--- config.mk ---
export PLATFORM = sky130hd
export DESIGN_NAME = fixed_partition_allocator_unit
export DESIGN_NICKNAME = d
export VERILOG_FILES = /design/src/rtl/fpa_pkg.sv /design/src/rtl/fpa_ram.sv /design/src/rtl/fpa_ctrl.sv /design/src/rtl/fpa_datapath.sv /design/src/rtl/fixed_partition_allocator_unit.sv
export SDC_FILE = /design/constraint.sdc
export NUM_CORES = 1
export LEC_CHECK = 0
export ABC_CLOCK_PERIOD_IN_PS = 4500
export BUFFER_PORTS_ARGS = -buffer_cell sky130_fd_sc_hd__buf_2
export CAP_MARGIN = 5
export CELL_PAD_IN_SITES_DETAIL_PLACEMENT = 2
export CELL_PAD_IN_SITES_GLOBAL_PLACEMENT = 2
export CORE_UTILIZATION = 25
export CTS_CLUSTER_DIAMETER = 50
export CTS_CLUSTER_SIZE = 24
export DETAILED_ROUTE_END_ITERATION = 8
export GPL_ROUTABILITY_DRIVEN = 0
export PLACE_DENSITY = 0.5
export REMOVE_ABC_BUFFERS = 1
export SLEW_MARGIN = 20
export SYNTH_ARGS = -nofsm -noshare
export SYNTH_HDL_FRONTEND = slang
export SYNTH_SLANG_ARGS = --single-unit
--- constraint.sdc ---
create_clock -name i_clk -period 4.5 [get_ports i_clk]
set_input_delay 0.225 -clock i_clk [delete_from_list [all_inputs] [get_ports i_clk]]
set_output_delay 0.225 -clock i_clk [all_outputs]
set_load 0.01 [all_outputs]
--- src/rtl/fpa_pkg.sv ---
// Shared types and codes for the fixed partition allocator.
package fpa_pkg;

    // Operation codes carried in the input tuser field.
    localparam logic [1:0] MODE_LOAD     = 2'd0;
    localparam logic [1:0] MODE_FREE_ALL = 2'd1;
    localparam logic [1:0] MODE_ALLOC    = 2'd2;

    // Placement policies; the unused code behaves as first fit.
    localparam logic [1:0] POL_FIRST = 2'd0;
    localparam logic [1:0] POL_BEST  = 2'd1;
    localparam logic [1:0] POL_WORST = 2'd2;

    // Configuration register indexes.
    localparam logic CFG_FIT_POLICY      = 1'b0;
    localparam logic CFG_PARTITION_COUNT = 1'b1;

    // Fixed field widths of the stream payloads and configuration registers.
    localparam int MODE_W   = 2;
    localparam int PIDX_W   = 3;
    localparam int REQ_W    = 16;
    localparam int RID_W    = 8;
    localparam int CHOSEN_W = 3;
    localparam int LEFT_W   = 16;
    localparam int POL_W    = 2;
    localparam int COUNT_W  = 4;

    typedef enum logic [2:0] {
        ST_IDLE,
        ST_EXEC,
        ST_SCAN,
        ST_DRAIN,
        ST_FINISH
    } t_state;

    typedef struct packed {
        logic latch;       // capture the accepted transaction
        logic apply;       // perform a load or free-all update
        logic scan_start;  // restart the read pointer at partition zero
        logic scan_step;   // read the next partition capacity
        logic finish;      // commit the grant and load the result register
    } t_dp_cmd;

    typedef struct packed {
        logic is_alloc;    // captured transaction is an allocation
        logic limit_zero;  // no partition is scanned
        logic scan_last;   // the read pointer sits on the last scanned partition
        logic out_free;    // result register can take a new result
    } t_dp_status;

endpackage

--- src/rtl/fpa_ram.sv ---
// Generic single-port-write, registered-read RAM.
module fpa_ram #(
    parameter int WIDTH = 16,
    parameter int DEPTH = 8
) (
    input  logic                                   i_clk,
    input  logic                                   i_we,
    input  logic [(DEPTH > 1 ? $clog2(DEPTH) : 1)-1:0] i_waddr,
    input  logic [WIDTH-1:0]                       i_wdata,
    input  logic [(DEPTH > 1 ? $clog2(DEPTH) : 1)-1:0] i_raddr,
    output logic [WIDTH-1:0]                       o_rdata
);

    logic [WIDTH-1:0] r_mem [DEPTH];
    logic [WIDTH-1:0] r_rdata;

    always_ff @(posedge i_clk) begin
        if (i_we) begin
            r_mem[i_waddr] <= i_wdata;
        end
        r_rdata <= r_mem[i_raddr];
    end

    assign o_rdata = r_rdata;

endmodule

--- src/rtl/fpa_ctrl.sv ---
// Controller state machine that sequences one transaction at a time.
module fpa_ctrl
    import fpa_pkg::*;
(
    input  logic       i_clk,
    input  logic       i_rst_n,
    input  logic       i_in_valid,
    output logic       o_in_ready,
    input  t_dp_status i_status,
    output t_dp_cmd    o_cmd
);

    t_state r_state;
    t_state n_state;

    always_ff @(posedge i_clk) begin
        if (!i_rst_n) begin
            r_state <= ST_IDLE;
        end else begin
            r_state <= n_state;
        end
    end

    always_comb begin
        n_state = r_state;
        case (r_state)
            ST_IDLE: begin
                if (i_in_valid) begin
                    n_state = ST_EXEC;
                end
            end
            ST_EXEC: begin
                if (i_status.is_alloc && !i_status.limit_zero) begin
                    n_state = ST_SCAN;
                end else begin
                    n_state = ST_FINISH;
                end
            end
            ST_SCAN: begin
                if (i_status.scan_last) begin
                    n_state = ST_DRAIN;
                end
            end
            ST_DRAIN: begin
                n_state = ST_FINISH;
            end
            ST_FINISH: begin
                if (i_status.out_free) begin
                    n_state = ST_IDLE;
                end
            end
            default: begin
                n_state = ST_IDLE;
            end
        endcase
    end

    always_comb begin
        o_cmd      = '0;
        o_in_ready = 1'b0;
        case (r_state)
            ST_IDLE: begin
                o_in_ready  = 1'b1;
                o_cmd.latch = i_in_valid;
            end
            ST_EXEC: begin
                o_cmd.apply      = 1'b1;
                o_cmd.scan_start = 1'b1;
            end
            ST_SCAN: begin
                o_cmd.scan_step = 1'b1;
            end
            ST_FINISH: begin
                o_cmd.finish = i_status.out_free;
            end
            default: begin
                o_cmd = '0;
            end
        endcase
    end

endmodule

--- src/rtl/fpa_datapath.sv ---
// Datapath: partition table, a scan that checks one partition at a time and the result register.
module fpa_datapath
    import fpa_pkg::*;
#(
    parameter int PARTITIONS = 8,
    parameter int SIZE_BITS  = 16
) (
    input  logic                i_clk,
    input  logic                i_rst_n,
    input  t_dp_cmd             i_cmd,
    output t_dp_status          o_status,
    input  logic [MODE_W-1:0]   i_mode,
    input  logic [PIDX_W-1:0]   i_partition_index,
    input  logic [REQ_W-1:0]    i_size,
    input  logic [POL_W-1:0]    i_fit_policy,
    input  logic [COUNT_W-1:0]  i_partition_count,
    output logic                o_out_valid,
    input  logic                i_out_ready,
    output logic                o_granted,
    output logic [CHOSEN_W-1:0] o_chosen_partition,
    output logic [LEFT_W-1:0]   o_leftover_space
);

    localparam int IDX_W = (PARTITIONS > 1) ? $clog2(PARTITIONS) : 1;

    logic [MODE_W-1:0]    r_mode;
    logic [PIDX_W-1:0]    r_pidx;
    logic [SIZE_BITS-1:0] r_size;
    logic [PARTITIONS-1:0] r_in_use;
    logic [IDX_W-1:0]     r_rd_idx;
    logic                 r_ev_valid;
    logic [IDX_W-1:0]     r_ev_idx;
    logic                 r_found;
    logic [IDX_W-1:0]     r_pick;
    logic [SIZE_BITS-1:0] r_best;
    logic                 r_out_valid;
    logic                 r_out_granted;
    logic [CHOSEN_W-1:0]  r_out_chosen;
    logic [LEFT_W-1:0]    r_out_left;

    logic [31:0]          w_size_ext;
    logic [31:0]          w_limit;
    logic                 w_pidx_ok;
    logic [IDX_W-1:0]     w_widx;
    logic                 w_load_we;
    logic [SIZE_BITS-1:0] w_rdata;
    logic                 w_cand;
    logic                 w_take;
    logic [SIZE_BITS-1:0] w_diff;
    logic [31:0]          w_diff_ext;
    logic [31:0]          w_pick_ext;

    assign w_size_ext = 32'(i_size);
    // Counts beyond the table size scan the whole table.
    assign w_limit    = (32'(i_partition_count) > PARTITIONS) ? PARTITIONS
                                                              : 32'(i_partition_count);
    assign w_pidx_ok  = 32'(r_pidx) < PARTITIONS;
    assign w_widx     = IDX_W'(r_pidx);
    assign w_load_we  = i_cmd.apply && (r_mode == MODE_LOAD) && w_pidx_ok;

    fpa_ram #(
        .WIDTH (SIZE_BITS),
        .DEPTH (PARTITIONS)
    ) u_cap_ram (
        .i_clk   (i_clk),
        .i_we    (w_load_we),
        .i_waddr (w_widx),
        .i_wdata (r_size),
        .i_raddr (r_rd_idx),
        .o_rdata (w_rdata)
    );

    // A candidate is free and large enough; ties keep the earlier pick.
    assign w_cand = r_ev_valid && !r_in_use[r_ev_idx] && (w_rdata >= r_size);
    assign w_take = w_cand && (!r_found
                    || ((i_fit_policy == POL_BEST)  && (w_rdata < r_best))
                    || ((i_fit_policy == POL_WORST) && (w_rdata > r_best)));

    assign w_diff     = r_best - r_size;
    assign w_diff_ext = 32'(w_diff);
    assign w_pick_ext = 32'(r_pick);

    always_ff @(posedge i_clk) begin
        if (i_cmd.latch) begin
            r_mode <= i_mode;
            r_pidx <= i_partition_index;
            r_size <= w_size_ext[SIZE_BITS-1:0];
        end
        if (i_cmd.scan_start) begin
            r_rd_idx <= '0;
        end else if (i_cmd.scan_step) begin
            r_rd_idx <= r_rd_idx + 1'b1;
        end
        r_ev_idx <= r_rd_idx;
        if (w_take) begin
            r_pick <= r_ev_idx;
            r_best <= w_rdata;
        end
        if (i_cmd.finish) begin
            r_out_granted <= r_found;
            r_out_chosen  <= r_found ? w_pick_ext[CHOSEN_W-1:0] : '0;
            r_out_left    <= r_found ? w_diff_ext[LEFT_W-1:0] : '0;
        end
    end

    always_ff @(posedge i_clk) begin
        if (!i_rst_n) begin
            r_in_use    <= '0;
            r_ev_valid  <= 1'b0;
            r_found     <= 1'b0;
            r_out_valid <= 1'b0;
        end else begin
            r_ev_valid <= i_cmd.scan_step;
            if (i_cmd.latch) begin
                r_found <= 1'b0;
            end else if (w_take) begin
                r_found <= 1'b1;
            end
            if (i_cmd.apply && (r_mode == MODE_FREE_ALL)) begin
                r_in_use <= '0;
            end else if (w_load_we) begin
                r_in_use[w_widx] <= 1'b0;
            end else if (i_cmd.finish && r_found) begin
                r_in_use[r_pick] <= 1'b1;
            end
            if (i_cmd.finish) begin
                r_out_valid <= 1'b1;
            end else if (i_out_ready) begin
                r_out_valid <= 1'b0;
            end
        end
    end

    assign o_status.is_alloc   = (r_mode == MODE_ALLOC);
    assign o_status.limit_zero = (w_limit == 32'd0);
    assign o_status.scan_last  = ((32'(r_rd_idx) + 32'd1) == w_limit);
    assign o_status.out_free   = !r_out_valid || i_out_ready;

    assign o_out_valid        = r_out_valid;
    assign o_granted          = r_out_granted;
    assign o_chosen_partition = r_out_chosen;
    assign o_leftover_space   = r_out_left;

endmodule

--- src/rtl/fixed_partition_allocator_unit.sv ---
// A transaction that does not scan passes the execute and finish states after acceptance; an
// allocation reads one capacity per cycle over N partitions, then drains before it finishes.
// The next transaction is accepted only after the previous one has finished, which is
// delayed while the sink stalls a result.
// Reset (synchronous, active low) frees every partition and sets first fit with 8 partitions;
// partition capacities are not cleared and must be loaded before they are allocated.
module fixed_partition_allocator_unit
    import fpa_pkg::*;
#(
    parameter int PARTITIONS = 8,
    parameter int SIZE_BITS  = 16
) (
    input  logic         i_clk,
    input  logic         i_rst_n,
    // Configuration write port: index 0 is fit_policy, index 1 is partition_count.
    input  logic         i_cfg_we,
    input  logic         i_cfg_addr,
    input  logic [3:0]   i_cfg_wdata,
    // Input stream.
    input  logic         s_axis_tvalid,
    output logic         s_axis_tready,
    input  logic [31:0]  s_axis_tdata,  // [2:0] partition_index, [18:3] size,
                                        // [26:19] request_id, [31:27] zero
    input  logic [1:0]   s_axis_tuser,  // [1:0] mode
    // Result stream.
    output logic         m_axis_tvalid,
    input  logic         m_axis_tready,
    output logic [23:0]  m_axis_tdata,  // [2:0] chosen_partition, [18:3] leftover_space,
                                        // [23:19] zero
    output logic [0:0]   m_axis_tuser   // [0] granted
);

    t_dp_cmd    w_cmd;
    t_dp_status w_status;

    logic [POL_W-1:0]    r_fit_policy;
    logic [COUNT_W-1:0]  r_partition_count;
    logic                w_granted;
    logic [CHOSEN_W-1:0] w_chosen;
    logic [LEFT_W-1:0]   w_left;

    // Configuration registers. Writes must happen only while the block is idle; the block
    // does not enforce this, and the datapath reads them directly without a shadow copy.
    always_ff @(posedge i_clk) begin
        if (!i_rst_n) begin
            r_fit_policy      <= POL_FIRST;
            r_partition_count <= 4'd8;
        end else if (i_cfg_we) begin
            case (i_cfg_addr)
                CFG_FIT_POLICY: begin
                    r_fit_policy <= i_cfg_wdata[POL_W-1:0];
                end
                CFG_PARTITION_COUNT: begin
                    r_partition_count <= i_cfg_wdata[COUNT_W-1:0];
                end
                default: begin
                    r_fit_policy <= r_fit_policy;
                end
            endcase
        end
    end

    // The controller decides when each step runs; the datapath does the work and
    // reports back whether the item allocates and where the scan stands.
    fpa_ctrl u_ctrl (
        .i_clk      (i_clk),
        .i_rst_n    (i_rst_n),
        .i_in_valid (s_axis_tvalid),
        .o_in_ready (s_axis_tready),
        .i_status   (w_status),
        .o_cmd      (w_cmd)
    );

    // The result register sits in the datapath, so a finished result can wait
    // for the sink while the next transaction is already accepted and scanned.
    fpa_datapath #(
        .PARTITIONS (PARTITIONS),
        .SIZE_BITS  (SIZE_BITS)
    ) u_datapath (
        .i_clk              (i_clk),
        .i_rst_n            (i_rst_n),
        .i_cmd              (w_cmd),
        .o_status           (w_status),
        .i_mode             (s_axis_tuser),
        .i_partition_index  (s_axis_tdata[2:0]),
        .i_size             (s_axis_tdata[18:3]),
        .i_fit_policy       (r_fit_policy),
        .i_partition_count  (r_partition_count),
        .o_out_valid        (m_axis_tvalid),
        .i_out_ready        (m_axis_tready),
        .o_granted          (w_granted),
        .o_chosen_partition (w_chosen),
        .o_leftover_space   (w_left)
    );

    // The request owner id is accepted with the transaction but never read back,
    // so it has no effect on any result.
    assign m_axis_tdata = {5'd0, w_left, w_chosen};
    assign m_axis_tuser = w_granted;

    // A granted partition always lies inside the scanned range.
    assert property (@(posedge i_clk) disable iff (!i_rst_n)
        (m_axis_tvalid && m_axis_tuser[0]) |->
            ((32'(m_axis_tdata[2:0]) < 32'(r_partition_count))
             && (32'(m_axis_tdata[2:0]) < PARTITIONS)))
        else $error("granted partition outside the scanned range");

    // A result without a grant carries all-zero fields.
    assert property (@(posedge i_clk) disable iff (!i_rst_n)
        (m_axis_tvalid && !m_axis_tuser[0]) |-> (m_axis_tdata == 24'd0))
        else $error("denied result carries nonzero fields");

    // After accepting a transaction the block is busy for at least the next cycle.
    assert property (@(posedge i_clk) disable iff (!i_rst_n)
        (s_axis_tvalid && s_axis_tready) |=> !s_axis_tready)
        else $error("input accepted while a transaction is in progress");

    // A result is only produced after the controller finished a transaction.
    assert property (@(posedge i_clk) disable iff (!i_rst_n)
        $rose(m_axis_tvalid) |-> $past(w_cmd.finish))
        else $error("result appeared without a finishing step");

endmodule

==> out/results.md, run 1 <==
| Result | This run |
|---|---|
| Final worst clock skew | 23.4 ps |
| Unrepaired setup endpoints after global routing | false |
| Critical path endpoint category | register |
| Worst EP arrival | 3270 ps |
| Max frequency | 322 MHz |
| Cell at the root of the clock tree | sky130_fd_sc_hd__clkbuf_16 |
| Final count of negative-setup-slack endpoints | 0 |
| Syn avg cell area | 15.0 sq um |
| Largest net degree at the start of global routing | 39 |
| Max Fanout on Critical Path | 19 |
| Max-cap viol count | 0 |
| Number of buffers added by the clock tree synthesis step | 30 |
| Data required time at the worst endpoint | 4660 ps |
| Die area | 0.0403 sq mm |
| Number of nets with antenna violations after detailed routing | 0 |
| Initial antenna violation count | 0 |
| Post-CTS setup-driven buffer insertion count | 0 |
| Number of buffers added on ports | 52 |
| Pre-Repair DR Iteration Count | 4 |
| Total power density per cell area | 457 mW/mm^2 |
| Worst slack, placed | 1290 ps |
| Relative area change from synthesis to final layout | 23.3% |
| Minimum clock period | 3110 ps |
| Final layout net count | 860 |
| Total of flip-flops plus latches after synthesis | 230 |
| Number of enable-type register cells in the synthesized netlist | 188 |
| Die Y-Extent | 201 um |
| Initial standard-cell utilization of the core | 25.4% |
| Critical path startpoint category | register |
| Headroom to the max-slew limit | 32.8% |
| Clock-pin slew on the worst setup and hold paths | 70 ps |
| Kind of path behind the tightest hold check | input port to register |
| Post-synthesis instance total | 658 |
| TritonCTS clock tree | done |
| Post-detailed-routing wire length | 24.3 mm |
| Clock net sink count | 230 |
| Detailed-route wire length on metal 1 | 11.0 mm |
| Static leakage power | 4.33 nW |
| Post-synthesis cell type count | 58 |
| Routed wire length on met3 | 877 um |
| Number of global-route vias before repair | 6535 |
| Crit path kind | register to register |
| Worst path cell trace | inv_1 -> ha_1 -> a21oi_1 -> o21a_1 -> nor2_1 -> a2111oi_0 -> o21a_1 -> o311a_1 |
| Area of the mapped netlist | 0.00988 sq mm |
| Transition time at the pin with the least slew margin | 996 ps |
| H-tree lvl count | 1 |
| FFs w/ async S/R, synth | 0% |
| Final hold viol count | 0 |
| Most used cell, CP | sky130_fd_sc_hd__o21a_1 |
| Maximum resistive drop on vdd | 0.000256 V |
| Vias | 5744 |
| Crit path buf inv count | 1 |
| Core ar. | 0.0388 sq mm |
| Wire per inst | 18.6 um |
| Max Slew Vio Count | 0 |
| Setup slack of the critical path after layout | 1390 ps |
| Ratio of cells with drive above 1 in the final layout | 23.4% |
| Primary flip-flop cell chosen by synthesis mapping | sky130_fd_sc_hd__edfxtp_1 |
| Family with the most delay on the worst path | compound AO/OA/AOI/OAI gates |
| DRT iter0 DRCs | 207 |
| Top Ports | 71 |
| Half-perimeter wire length after detailed placement | 16.6 mm |
| Number of warning messages in the yosys log | 0 |
| Total Negative Setup Slacks | 0 ps |
| Overflow left after global routing | 0 |
| Met2 routed wirelength | 12.0 mm |
| Util after Layout | 31.4% |
| FP Rows | 72 |
| Total track usage | 12.2% |
| Maximum number of buffers from clock root to sink | 3 |
| Fin Hold WS | 30.9 ps |
| Top layer used by detailed routing | met4 |
| Via density per instance | 4.38 |
| First-pass GRT wire length | 37.8 mm |
| Proportion of synthesized chip area in sequential cells | 65.7% |
| Delay of the slowest cell on the worst path | 820 ps |
| Status | finished, final reports clean |
| Die Width | 201 um |
| Crit share post-route | 69.1% |
| Cell type of the slowest stage on the worst timing path | sky130_fd_sc_hd__o311a_1 |
| Clock Latency Late Sink | 560 ps |
| DRC errors left | 0 |
==> final timing paths <==
kind	startpoint	to	slack, ps	cells past startpoint
max	u_datapath.r_best[7]	u_datapath.r_best[11]	1390	8
min	i_cfg_addr	r_partition_count[0]	30	3
min reg2reg	u_datapath.u_cap_ram.o_rdata[0]	u_datapath.r_best[0]	430	0
max reg2reg	u_datapath.r_best[7]	u_datapath.r_best[11]	1390	8
==> what timing repair did <==
item	CTS	global route
hold buffers	29	0
hold endpoints to repair	28	0
resized for setup	0	0
==> stage by stage <==
step                      instance area, sq um  instances  power, mW
final                                    12200       1310       5.57
after global routing                     12200       1309       5.83
after CTS                                12200       1309       5.68
after detailed placement                 10800       1224       3.17
after global placement                   10800       1224       3.13
after floorplan                           9790        641       2.94
==> worst min-delay path: stages <==
cell and delay (ps):
sky130_fd_sc_hd__buf_2 130, sky130_fd_sc_hd__nand3_1 90, sky130_fd_sc_hd__a21boi_0 80
==> synth_stat cells, types with 12 or more instances <==
library cell / count / area (sq um)
sky130_fd_sc_hd__inv_1: 40 / 150
sky130_fd_sc_hd__nand2_1: 41 / 154
sky130_fd_sc_hd__nand3_1: 12 / 60.1
sky130_fd_sc_hd__edfxtp_1: 188 / 5650
sky130_fd_sc_hd__nor3_1: 13 / 65.1
sky130_fd_sc_hd__dfxtp_1: 42 / 841
sky130_fd_sc_hd__o21ai_0: 20 / 100
sky130_fd_sc_hd__mux4_2: 34 / 766
sky130_fd_sc_hd__a21oi_1: 34 / 170
sky130_fd_sc_hd__ha_1: 48 / 601
sky130_fd_sc_hd__nand2b_1: 16 / 100
sky130_fd_sc_hd__mux2_2: 16 / 180
sky130_fd_sc_hd__nor2_1: 33 / 124
==> area by class of cell <==
cell class / count / area, sq um
antenna: 1 / 2.50
clock buffer: 32 / 779
clock inverter: 24 / 273
fill: 3983 / 26600
inverter: 41 / 154
multi-input combinational: 370 / 3190
sequential: 230 / 6490
tap: 518 / 648
timing repair buffer: 94 / 648
==> logic make-up after synthesis <==
family	count (synthesis)	synth area share, %
DFF	230	65.7
and+or+nand+nor	149	7.38
AOI/OAI and AO/OA	100	6.81
buffers and inverters	62	2.62
muxes	60	10.6
adders and majority gates	49	6.28
xor gates and xnor gates	7	0.621
other	1	0.0380
==> sequential cells by signal, summed over array words and instances, names as in the netlist, 2 cells and up <==
name / cells
r_partition_count: 4
u_datapath.u_cap_ram.o_rdata: 16
r_fit_policy: 2
u_datapath.o_chosen_partition: 3
u_datapath.r_mode: 2
u_datapath.r_size: 16
u_datapath.r_ev_idx: 3
u_datapath.r_pick: 3
u_datapath.u_cap_ram.r_mem: 128
u_datapath.r_rd_idx: 3
u_datapath.r_pidx: 3
u_datapath.o_leftover_space: 16
u_datapath.r_in_use: 8
u_datapath.r_best: 16
u_ctrl.r_state: 3
==> power by group <==
group          internal, mW  switching (mW)  leakage [nW]  total (mW)
Combinational         0.305           0.301          1.75       0.607
Sequential             2.40           0.121          2.07        2.52
Clock                  1.39            1.06         0.509        2.44
Total                  4.09            1.48          4.33        5.57
==> cells in the final DEF, fill, tap and decap left out, types with 7 or more instances in the layout <==
cell	n
sky130_fd_sc_hd__edfxtp_1	188
sky130_fd_sc_hd__buf_2	52
sky130_fd_sc_hd__ha_1	48
sky130_fd_sc_hd__nand2_1	41
sky130_fd_sc_hd__dfxtp_1	41
sky130_fd_sc_hd__inv_1	40
sky130_fd_sc_hd__a21oi_1	34
sky130_fd_sc_hd__mux4_2	34
sky130_fd_sc_hd__clkbuf_16	31
sky130_fd_sc_hd__dlygate4sd3_1	29
sky130_fd_sc_hd__nor2_1	27
sky130_fd_sc_hd__o21ai_0	20
sky130_fd_sc_hd__nand2b_1	16
sky130_fd_sc_hd__mux2_2	16
sky130_fd_sc_hd__buf_4	13
sky130_fd_sc_hd__nand3_1	12
sky130_fd_sc_hd__nor3_1	11
sky130_fd_sc_hd__mux2i_1	10
sky130_fd_sc_hd__o21a_1	8
sky130_fd_sc_hd__nor2b_1	8
sky130_fd_sc_hd__nand4_1	7
==> per-layer routing <==
metal  up-vias  GRT usage [%]
li1       2735              -
met1      2901           15.3
met2        78           21.3
met3        30           2.34
met4         0           3.38
met5         -              0
Power figures use the tool's default switching activity.
==> run 2, diff against run 1 <==
--- a/config.mk
+++ b/config.mk
@@ -5,7 +5,8 @@
 export SDC_FILE = /design/constraint.sdc
 export NUM_CORES = 1
 export LEC_CHECK = 0
-export ABC_CLOCK_PERIOD_IN_PS = 4500
+export ABC_AREA = 1
+export ABC_CLOCK_PERIOD_IN_PS = 2800
 export BUFFER_PORTS_ARGS = -buffer_cell sky130_fd_sc_hd__buf_2
 export CAP_MARGIN = 5
 export CELL_PAD_IN_SITES_DETAIL_PLACEMENT = 2
@@ -15,7 +16,7 @@
 export CTS_CLUSTER_SIZE = 24
 export DETAILED_ROUTE_END_ITERATION = 8
 export GPL_ROUTABILITY_DRIVEN = 0
-export PLACE_DENSITY = 0.5
+export PLACE_DENSITY = 0.56
 export REMOVE_ABC_BUFFERS = 1
 export SLEW_MARGIN = 20
 export SYNTH_ARGS = -nofsm -noshare
==> constraint.sdc (replaced) <==
create_clock -name i_clk -period 2.8 [get_ports i_clk]
set_input_delay 0.14 -clock i_clk [delete_from_list [all_inputs] [get_ports i_clk]]
set_output_delay 0.14 -clock i_clk [all_outputs]
set_load 0.01 [all_outputs]
==> out/results.md, run 2 <==
| Result | This run | vs previous |
|---|---|---|
| Status | finished, final reports clean |  |
| Post-detailed-routing wire length | 27.9 mm | +15% |
| Cell taking the most area after synthesis | sky130_fd_sc_hd__edfxtp_1 |  |
| FFs w/ async S/R, synth | 0% | unchanged |
| Wire per inst | 17.4 um | -6.3% |
| Max Fanout on Critical Path | 9 | -10 |
| Relative area change from synthesis to final layout | 24.5% |  |
| Total of flip-flops plus latches after synthesis | 230 | unchanged |
| Critical path startpoint category | register |  |
| Commonest cells in the netlist | 188 x sky130_fd_sc_hd__edfxtp_1, 171 x sky130_fd_sc_hd__nor2_1, 103 x sky130_fd_sc_hd__nand2_1, 90 x sky130_fd_sc_hd__inv_1, 86 x sky130_fd_sc_hd__o21ai_0 |  |
| Proportion of synthesized chip area in sequential cells | 64.6% | -1.1 points |
| Worst EP arrival | 2770 ps | -500 ps |
| Final worst clock skew | 25.5 ps | +2.09 ps |
| Via density per instance | 4.45 | +1.5% |
| Family with the most delay on the worst path | compound AO/OA/AOI/OAI gates |  |
| Primary flip-flop cell chosen by synthesis mapping | sky130_fd_sc_hd__edfxtp_1 |  |
| Core ar. | 0.0396 sq mm | +2.1% |
| Ratio of cells with drive above 1 in the final layout | 13.8% | -9.6 points |
| TritonCTS clock tree | done |  |
| Worst Reg-to-Reg Cells | 9 | +1 |
| Number of enable-type register cells in the synthesized netlist | 188 | unchanged |
| Post-synthesis instance total | 929 | +41% |
| Hold Crit Depth | 2 | -1 |
| Max frequency | 408 MHz | +27% |
| Unrepaired setup endpoints after global routing | false |  |
| Die Y-Extent | 202 um | +0.83% |
| Final layout net count | 1144 | +33% |
| Post-synthesis cell type count | 36 | -38% |
| Maximum resistive drop on vdd | 0.000441 V | +72% |
| Clock Latency Late Sink | 580 ps | +20 ps |
| Static leakage power | 4.86 nW | +12% |
| DRC errors left | 0 | unchanged |
| Data required time at the worst endpoint | 3120 ps | -1540 ps |
| Final hold viol count | 0 | unchanged |
| Initial standard-cell utilization of the core | 25.3% | -0.10 points |
| Register bank with the most flops | u_datapath.u_cap_ram.r_mem |  |
| Number of buffers added on ports | 52 | unchanged |
| DRT iter0 DRCs | 214 | +3.4% |
| H-tree lvl count | 1 | unchanged |
| Area of the mapped netlist | 0.0100 sq mm | +1.7% |
| Number of warning messages in the yosys log | 0 | unchanged |
| Headroom to the max-slew limit | 57.2% | +24 points |
| Largest net degree at the start of global routing | 70 | +79% |
| Max-cap viol count | 0 | unchanged |
| Most used cells in the layout excluding fill and tap cells | 188 x sky130_fd_sc_hd__edfxtp_1, 170 x sky130_fd_sc_hd__nor2_1, 103 x sky130_fd_sc_hd__nand2_1 |  |
| Pre-Repair DR Iteration Count | 4 | unchanged |
| Total power density per cell area | 791 mW/mm^2 | +73% |
| Half-perimeter wire length after detailed placement | 18.5 mm | +12% |
| Maximum number of buffers from clock root to sink | 3 | unchanged |
| Clock net sink count | 230 | unchanged |
| Total track usage | 13.9% | +1.7 points |
| Die area | 0.0410 sq mm | +1.7% |
| Clock-pin slew on the worst setup and hold paths | 70 ps | about the same |
| Syn avg cell area | 10.8 sq um | -28% |
| Max Slew Vio Count | 0 | unchanged |
| Number of nets with antenna violations after detailed routing | 0 | unchanged |
| FP Rows | 73 | +1.4% |
| Number of global-route vias before repair | 7782 | +19% |
| Top area cells in the synthesized netlist | sky130_fd_sc_hd__edfxtp_1 56%, sky130_fd_sc_hd__dfxtp_1 8.4%, sky130_fd_sc_hd__nor2_1 6.4% |  |
| Worst path cell trace | inv_1 -> ha_1 -> a21oi_1 -> nand2_1 -> a21boi_0 -> or2_1 -> nand3_1 -> nand2_1 -> nor2_1 |  |
| Total Negative Setup Slacks | 0 ps | unchanged |
| Most frequent standard cell in the layout excluding fill and tap cells | sky130_fd_sc_hd__edfxtp_1 |  |
| Area of placed instances | 0.0110 sq mm | +1.9% |
| Kind of path behind the tightest hold check | input port to register |  |
| Top Ports | 71 | unchanged |
| Cell type of the slowest stage on the worst timing path | sky130_fd_sc_hd__edfxtp_1 |  |
| First-pass GRT wire length | 44.2 mm | +17% |
| Delay of the slowest cell on the worst path | 510 ps | -310 ps |
| Final count of negative-setup-slack endpoints | 0 | unchanged |
| Critical path endpoint category | register |  |
| Cell at the root of the clock tree | sky130_fd_sc_hd__clkbuf_16 |  |
| Crit path kind | register to register |  |
| Final instance area | 0.0125 sq mm | +2.7% |
| Die Width | 202 um | +0.83% |
| Most used cell, CP | sky130_fd_sc_hd__nand2_1 |  |
| Max FFs per register | 128 | unchanged |
| Vias | 7123 | +24% |
| Minimum clock period | 2450 ps | -656 ps |
| Initial antenna violation count | 0 | unchanged |
| Crit path buf inv count | 1 | unchanged |
| Area fraction of the dominant cell type after synthesis | 56.2% | -0.95 points |
| Most frequently used cell type in the post-synthesis netlist | sky130_fd_sc_hd__edfxtp_1 |  |
| Ant. Diodes | 0 | -1 |
| Overflow left after global routing | 0 | unchanged |
| Critical path depth in cells | 9 | +1 |
| Transition time at the pin with the least slew margin | 636 ps | -361 ps |
| Crit share post-route | 87.6% | +18 points |
| Number of buffers added by the clock tree synthesis step | 31 | +3.3% |
## run 2: cell count changes after synthesis, moves of 23 or more
cell and change:
sky130_fd_sc_hd__inv_1 +50, sky130_fd_sc_hd__o21ai_0 +66, sky130_fd_sc_hd__nand2_1 +62, sky130_fd_sc_hd__nor2_1 +138
sky130_fd_sc_hd__a21oi_1 +23, sky130_fd_sc_hd__mux4_2 -34
## run 2: cell type report
cell class / count / area, sq um
Multi-Input combinational cell: 581 / 3090
Tap cell: 525 / 657
Fill cell: 4368 / 27100
Sequential cell: 230 / 6490
Clock buffer: 32 / 790
Clock inverter: 26 / 269
Timing Repair Buffer: 116 / 878
Inverter: 91 / 342
## run 2: worst reg2reg max path, delay by kind of cell, from the launching register on
family	cells	cell delay [ps]
and+or+nand+nor	5	510
DFF	1	510
adders and majority gates	1	400
buffers and inverters	1	200
AOI/OAI and AO/OA	2	570
## run 2: cells by family (layout without fill, tap and decap cells)
group                      after synthesis  count (layout)  share of synthesized area [%]
and+or+nand+nor                        324             324                           13.2
DFF                                    230             230                           64.6
AOI/OAI and AO/OA                      197             197                           10.6
buffers and inverters                  122             265                           4.94
adders and majority gates               49              49                           6.18
xor gates and xnor gates                 6               6                          0.523
other                                    1               5                         0.0373
## run 2: report_power, final
group          leakage (nW)  switching, mW  internal (mW)
clock                 0.506           1.72           2.24
sequential             2.07          0.250           3.98
combinational          2.29           1.08          0.628
total                  4.86           3.05           6.84
## run 2: per-layer routing
| layer | part of all wire (%) | global-route usage, % | up-vias |
|---|---|---|---|
| met5 | 0 | 0 | - |
| met1 | 48 | 18.6 | 3538 |
| met3 | 3.1 | 2.23 | 34 |
| li1 | - | - | 3470 |
| met4 | 1.9 | 3.30 | 0 |
| met2 | 47 | 23.5 | 81 |
## run 2: metrics by stage
stage          cells  total power, mW  util, %  hold WS [ps]  worst slack [ps]
6_report        1601             9.90     31.6           268               349
5_1_grt         1601             10.5     31.6           245               110
4_1_cts         1601             10.1     31.5           224               165
3_5_place_dp    1503             6.01     27.9           318               194
3_3_place_gp    1503             5.95     27.9           317               250
2_1_floorplan    902             5.28        -           225               110
## run 2: repair_timing
| action | CTS | global route |
|---|---|---|
| setup buffers | 0 | 0 |
| gates resized for setup | 0 | 1 |
| setup endpoints to repair | 0 | 16 |
| hold buffers | 40 | 0 |
| endpoints found under the hold margin | 32 | 0 |
## run 2: path summary, 6_finish.rpt
path / startpoint / end / slack, ps
hold / removal: s_axis_tdata[16] / u_datapath.r_size[13] / 270
setup reg to reg: u_datapath.r_size[3] / u_datapath.o_leftover_space[14] / 350
setup / recovery: u_datapath.r_size[3] / u_datapath.o_leftover_space[14] / 350
hold reg to reg: u_datapath.u_cap_ram.o_rdata[0] / u_datapath.r_best[0] / 430
==> run 3, diff against run 2 <==
--- a/config.mk
+++ b/config.mk
@@ -5,18 +5,17 @@
 export SDC_FILE = /design/constraint.sdc
 export NUM_CORES = 1
 export LEC_CHECK = 0
-export ABC_AREA = 1
 export ABC_CLOCK_PERIOD_IN_PS = 2800
 export BUFFER_PORTS_ARGS = -buffer_cell sky130_fd_sc_hd__buf_2
 export CAP_MARGIN = 5
 export CELL_PAD_IN_SITES_DETAIL_PLACEMENT = 2
 export CELL_PAD_IN_SITES_GLOBAL_PLACEMENT = 2
-export CORE_UTILIZATION = 25
+export CORE_UTILIZATION = 39
 export CTS_CLUSTER_DIAMETER = 50
 export CTS_CLUSTER_SIZE = 24
 export DETAILED_ROUTE_END_ITERATION = 8
 export GPL_ROUTABILITY_DRIVEN = 0
-export PLACE_DENSITY = 0.56
+export PLACE_DENSITY = 0.75
 export REMOVE_ABC_BUFFERS = 1
 export SLEW_MARGIN = 20
 export SYNTH_ARGS = -nofsm -noshare
==> out/results.md, run 3 (same netlist as run 1, synthesis figures left out) <==
| Result | This run | vs previous |
|---|---|---|
| Initial standard-cell utilization of the core | 40.2% | +15 points |
| Headroom to the max-slew limit | 35.3% | -22 points |
| Max-cap viol count | 0 | unchanged |
| Max Fanout on Critical Path | 9 | unchanged |
| Most frequent standard cell in the layout excluding fill and tap cells | sky130_fd_sc_hd__edfxtp_1 |  |
| Overflow left after global routing | 0 | unchanged |
| Hold Crit Depth | 4 | +2 |
| Half-perimeter wire length after detailed placement | 17.1 mm | -7.6% |
| Max Slew Vio Count | 0 | unchanged |
| Fin Hold WS | 108 ps | -159 ps |
| Static leakage power | 4.31 nW | -11% |
| Minimum clock period | 2660 ps | +208 ps |
| Clock Latency Late Sink | 540 ps | -40 ps |
| Critical path endpoint category | register |  |
| Clock-pin slew on the worst setup and hold paths | 60 ps | about the same |
| Worst reg-to-reg setup slack | 140 ps | -210 ps |
| Die area | 0.0260 sq mm | -37% |
| Crit path kind | register to register |  |
| Vias | 5952 | -16% |
| Max frequency | 376 MHz | -7.8% |
| Cell at the root of the clock tree | sky130_fd_sc_hd__clkbuf_16 |  |
| Final worst clock skew | 24.5 ps | -0.926 ps |
| Die Width | 161 um | -20% |
| Final Non-Filler Cells | 1121 | -30% |
| H-tree lvl count | 1 | unchanged |
| Placed instance count | 1035 | -31% |
| Data required time at the worst endpoint | 3070 ps | -50 ps |
| Transition time at the pin with the least slew margin | 961 ps | +325 ps |
| Initial antenna violation count | 0 | unchanged |
| Status | finished, final reports clean |  |
| Number of fill cells in the layout | 2283 | -48% |
| Die Y-Extent | 161 um | -20% |
| Ratio of cells with drive above 1 in the final layout | 22.3% | +8.6 points |
| Crit share post-route | 95.0% | +7.4 points |
| Number of buffers added on ports | 52 | unchanged |
| Post-detailed-routing wire length | 25.1 mm | -10% |
| Delay of the slowest cell on the worst path | 570 ps | +60 ps |
| Maximum resistive drop on vdd | 0.000538 V | +22% |
| First-pass GRT wire length | 39.2 mm | -11% |
| Total power density per cell area | 719 mW/mm^2 | -9.2% |
| Number of global-route vias before repair | 6729 | -14% |
| DRT iter0 DRCs | 293 | +37% |
| Critical path startpoint category | register |  |
| Final count of negative-setup-slack endpoints | 0 | unchanged |
| Worst Reg-to-Reg Cells | 8 | -1 |
| Maximum number of buffers from clock root to sink | 3 | unchanged |
| Total track usage | 19.9% | +6.0 points |
| Number of buffers added by the clock tree synthesis step | 26 | -16% |
| Register bank with the most flops | u_datapath.u_cap_ram.r_mem |  |
| Number of nets with antenna violations after detailed routing | 0 | unchanged |
| Max FFs per register | 128 | unchanged |
| Kind of path behind the tightest hold check | input port to register |  |
| Top Ports | 71 | unchanged |
| Wire per inst | 22.4 um | +29% |
| Clock net sink count | 230 | unchanged |
| Core ar. | 0.0246 sq mm | -38% |
| Worst path cell trace | inv_1 -> ha_1 -> a21oi_1 -> a21oi_1 -> a211oi_1 -> a2111oi_0 -> a31oi_1 -> o211ai_1 |  |
| Most used cell, CP | sky130_fd_sc_hd__a21oi_1 |  |
| Final layout net count | 870 | -24% |
| Relative area change from synthesis to final layout | 20.3% |  |
| Largest net degree at the start of global routing | 42 | -40% |
| Unrepaired setup endpoints after global routing | false |  |
| Worst EP arrival | 2930 ps | +160 ps |
| FP Rows | 57 | -22% |
| DRC errors left | 0 | unchanged |
| TritonCTS clock tree | done |  |
| Pre-Repair DR Iteration Count | 4 | unchanged |
| Total Negative Setup Slacks | 0 ps | unchanged |
| Ant. Diodes | 0 | unchanged |
| Final hold viol count | 0 | unchanged |
| Via density per instance | 5.31 | +19% |
| Cell type of the slowest stage on the worst timing path | sky130_fd_sc_hd__edfxtp_1 |  |
| Most used cells in the layout excluding fill and tap cells | 188 x sky130_fd_sc_hd__edfxtp_1, 52 x sky130_fd_sc_hd__buf_2, 48 x sky130_fd_sc_hd__ha_1 |  |
run 3: cell count changes in the layout (fill, tap and decap cells not counted), moves of 9 or more:
cell,delta
sky130_fd_sc_hd__a21oi_1,-23
sky130_fd_sc_hd__a31oi_1,-14
sky130_fd_sc_hd__inv_1,-50
sky130_fd_sc_hd__mux2_2,+16
sky130_fd_sc_hd__mux2i_1,+10
sky130_fd_sc_hd__mux4_2,+34
sky130_fd_sc_hd__nand2_1,-62
sky130_fd_sc_hd__nand2b_1,+16
sky130_fd_sc_hd__nand3_1,-11
sky130_fd_sc_hd__nor2_1,-137
sky130_fd_sc_hd__nor3_1,+9
sky130_fd_sc_hd__o21ai_0,-66
sky130_fd_sc_hd__o22ai_1,-15
run 3: where the power goes:
group	total (mW)	switching (mW)	internal, mW	leakage (nW)
sequential	3.99	0.144	3.85	2.07
clock	3.44	1.52	1.93	0.430
combinational	1.10	0.579	0.524	1.81
run 3: worst max-delay path, delay by kind of cell (launching register included):
family,cells,cell delay [ps]
fa+ha+maj,1,390
buf+inv,1,160
compound gates,6,1300
flops,1,570
run 3: final timing paths:
kind	end	start
worst max-delay path	u_datapath.o_leftover_space[14]	u_datapath.r_size[11]
worst min-delay path	r_partition_count[0]	i_cfg_we
worst max register to register	u_datapath.o_leftover_space[14]	u_datapath.r_size[11]
worst min register to register	u_datapath.r_best[0]	u_datapath.u_cap_ram.o_rdata[0]
run 3: repair_timing:
| item | in CTS | in global routing |
|---|---|---|
| setup endpoints to repair | 0 | 21 |
| hold buffers | 35 | 0 |
| setup buffers | 0 | 3 |
| endpoints found under the hold margin | 30 | 0 |
| resized for setup | 0 | 1 |
run 3: area by class of cell:
cell class / count / area [sq um] / area share (%)
flip-flops and latches: 230 / 6490 / 54.6
multi-input cells: 370 / 3160 / 26.6
repair buffers: 108 / 793 / 6.68
clock buffers: 28 / 679 / 5.72
well taps: 324 / 405 / 3.41
clock inverters: 20 / 204 / 1.72
inverters: 41 / 154 / 1.30
run 3: stage by stage:
stage / total power, mW / utilization (%) / worst slack (ps) / area [sq um]
final: 8.54 / 48.3 / 141 / 11900
after floorplan: 4.73 / - / 67.3 / 9790
after global placement: 4.99 / 43.2 / 308 / 10600
after CTS: 8.61 / 48.2 / 60.9 / 11900
after global routing: 8.86 / 48.3 / 6.56 / 11900
after detailed placement: 5.12 / 43.2 / 125 / 10600
run 3: per-layer routing:
metal  up-vias  routed length (um)  share of wire, %  GRT usage [%]
met3        48                 966               3.9           3.11
met1      3014               11000                44           25.4
li1       2758                   -                 -              -
met4         0                 597               2.4           5.53
met2       132               12500                50           35.1
met5         -                   0                 0              0
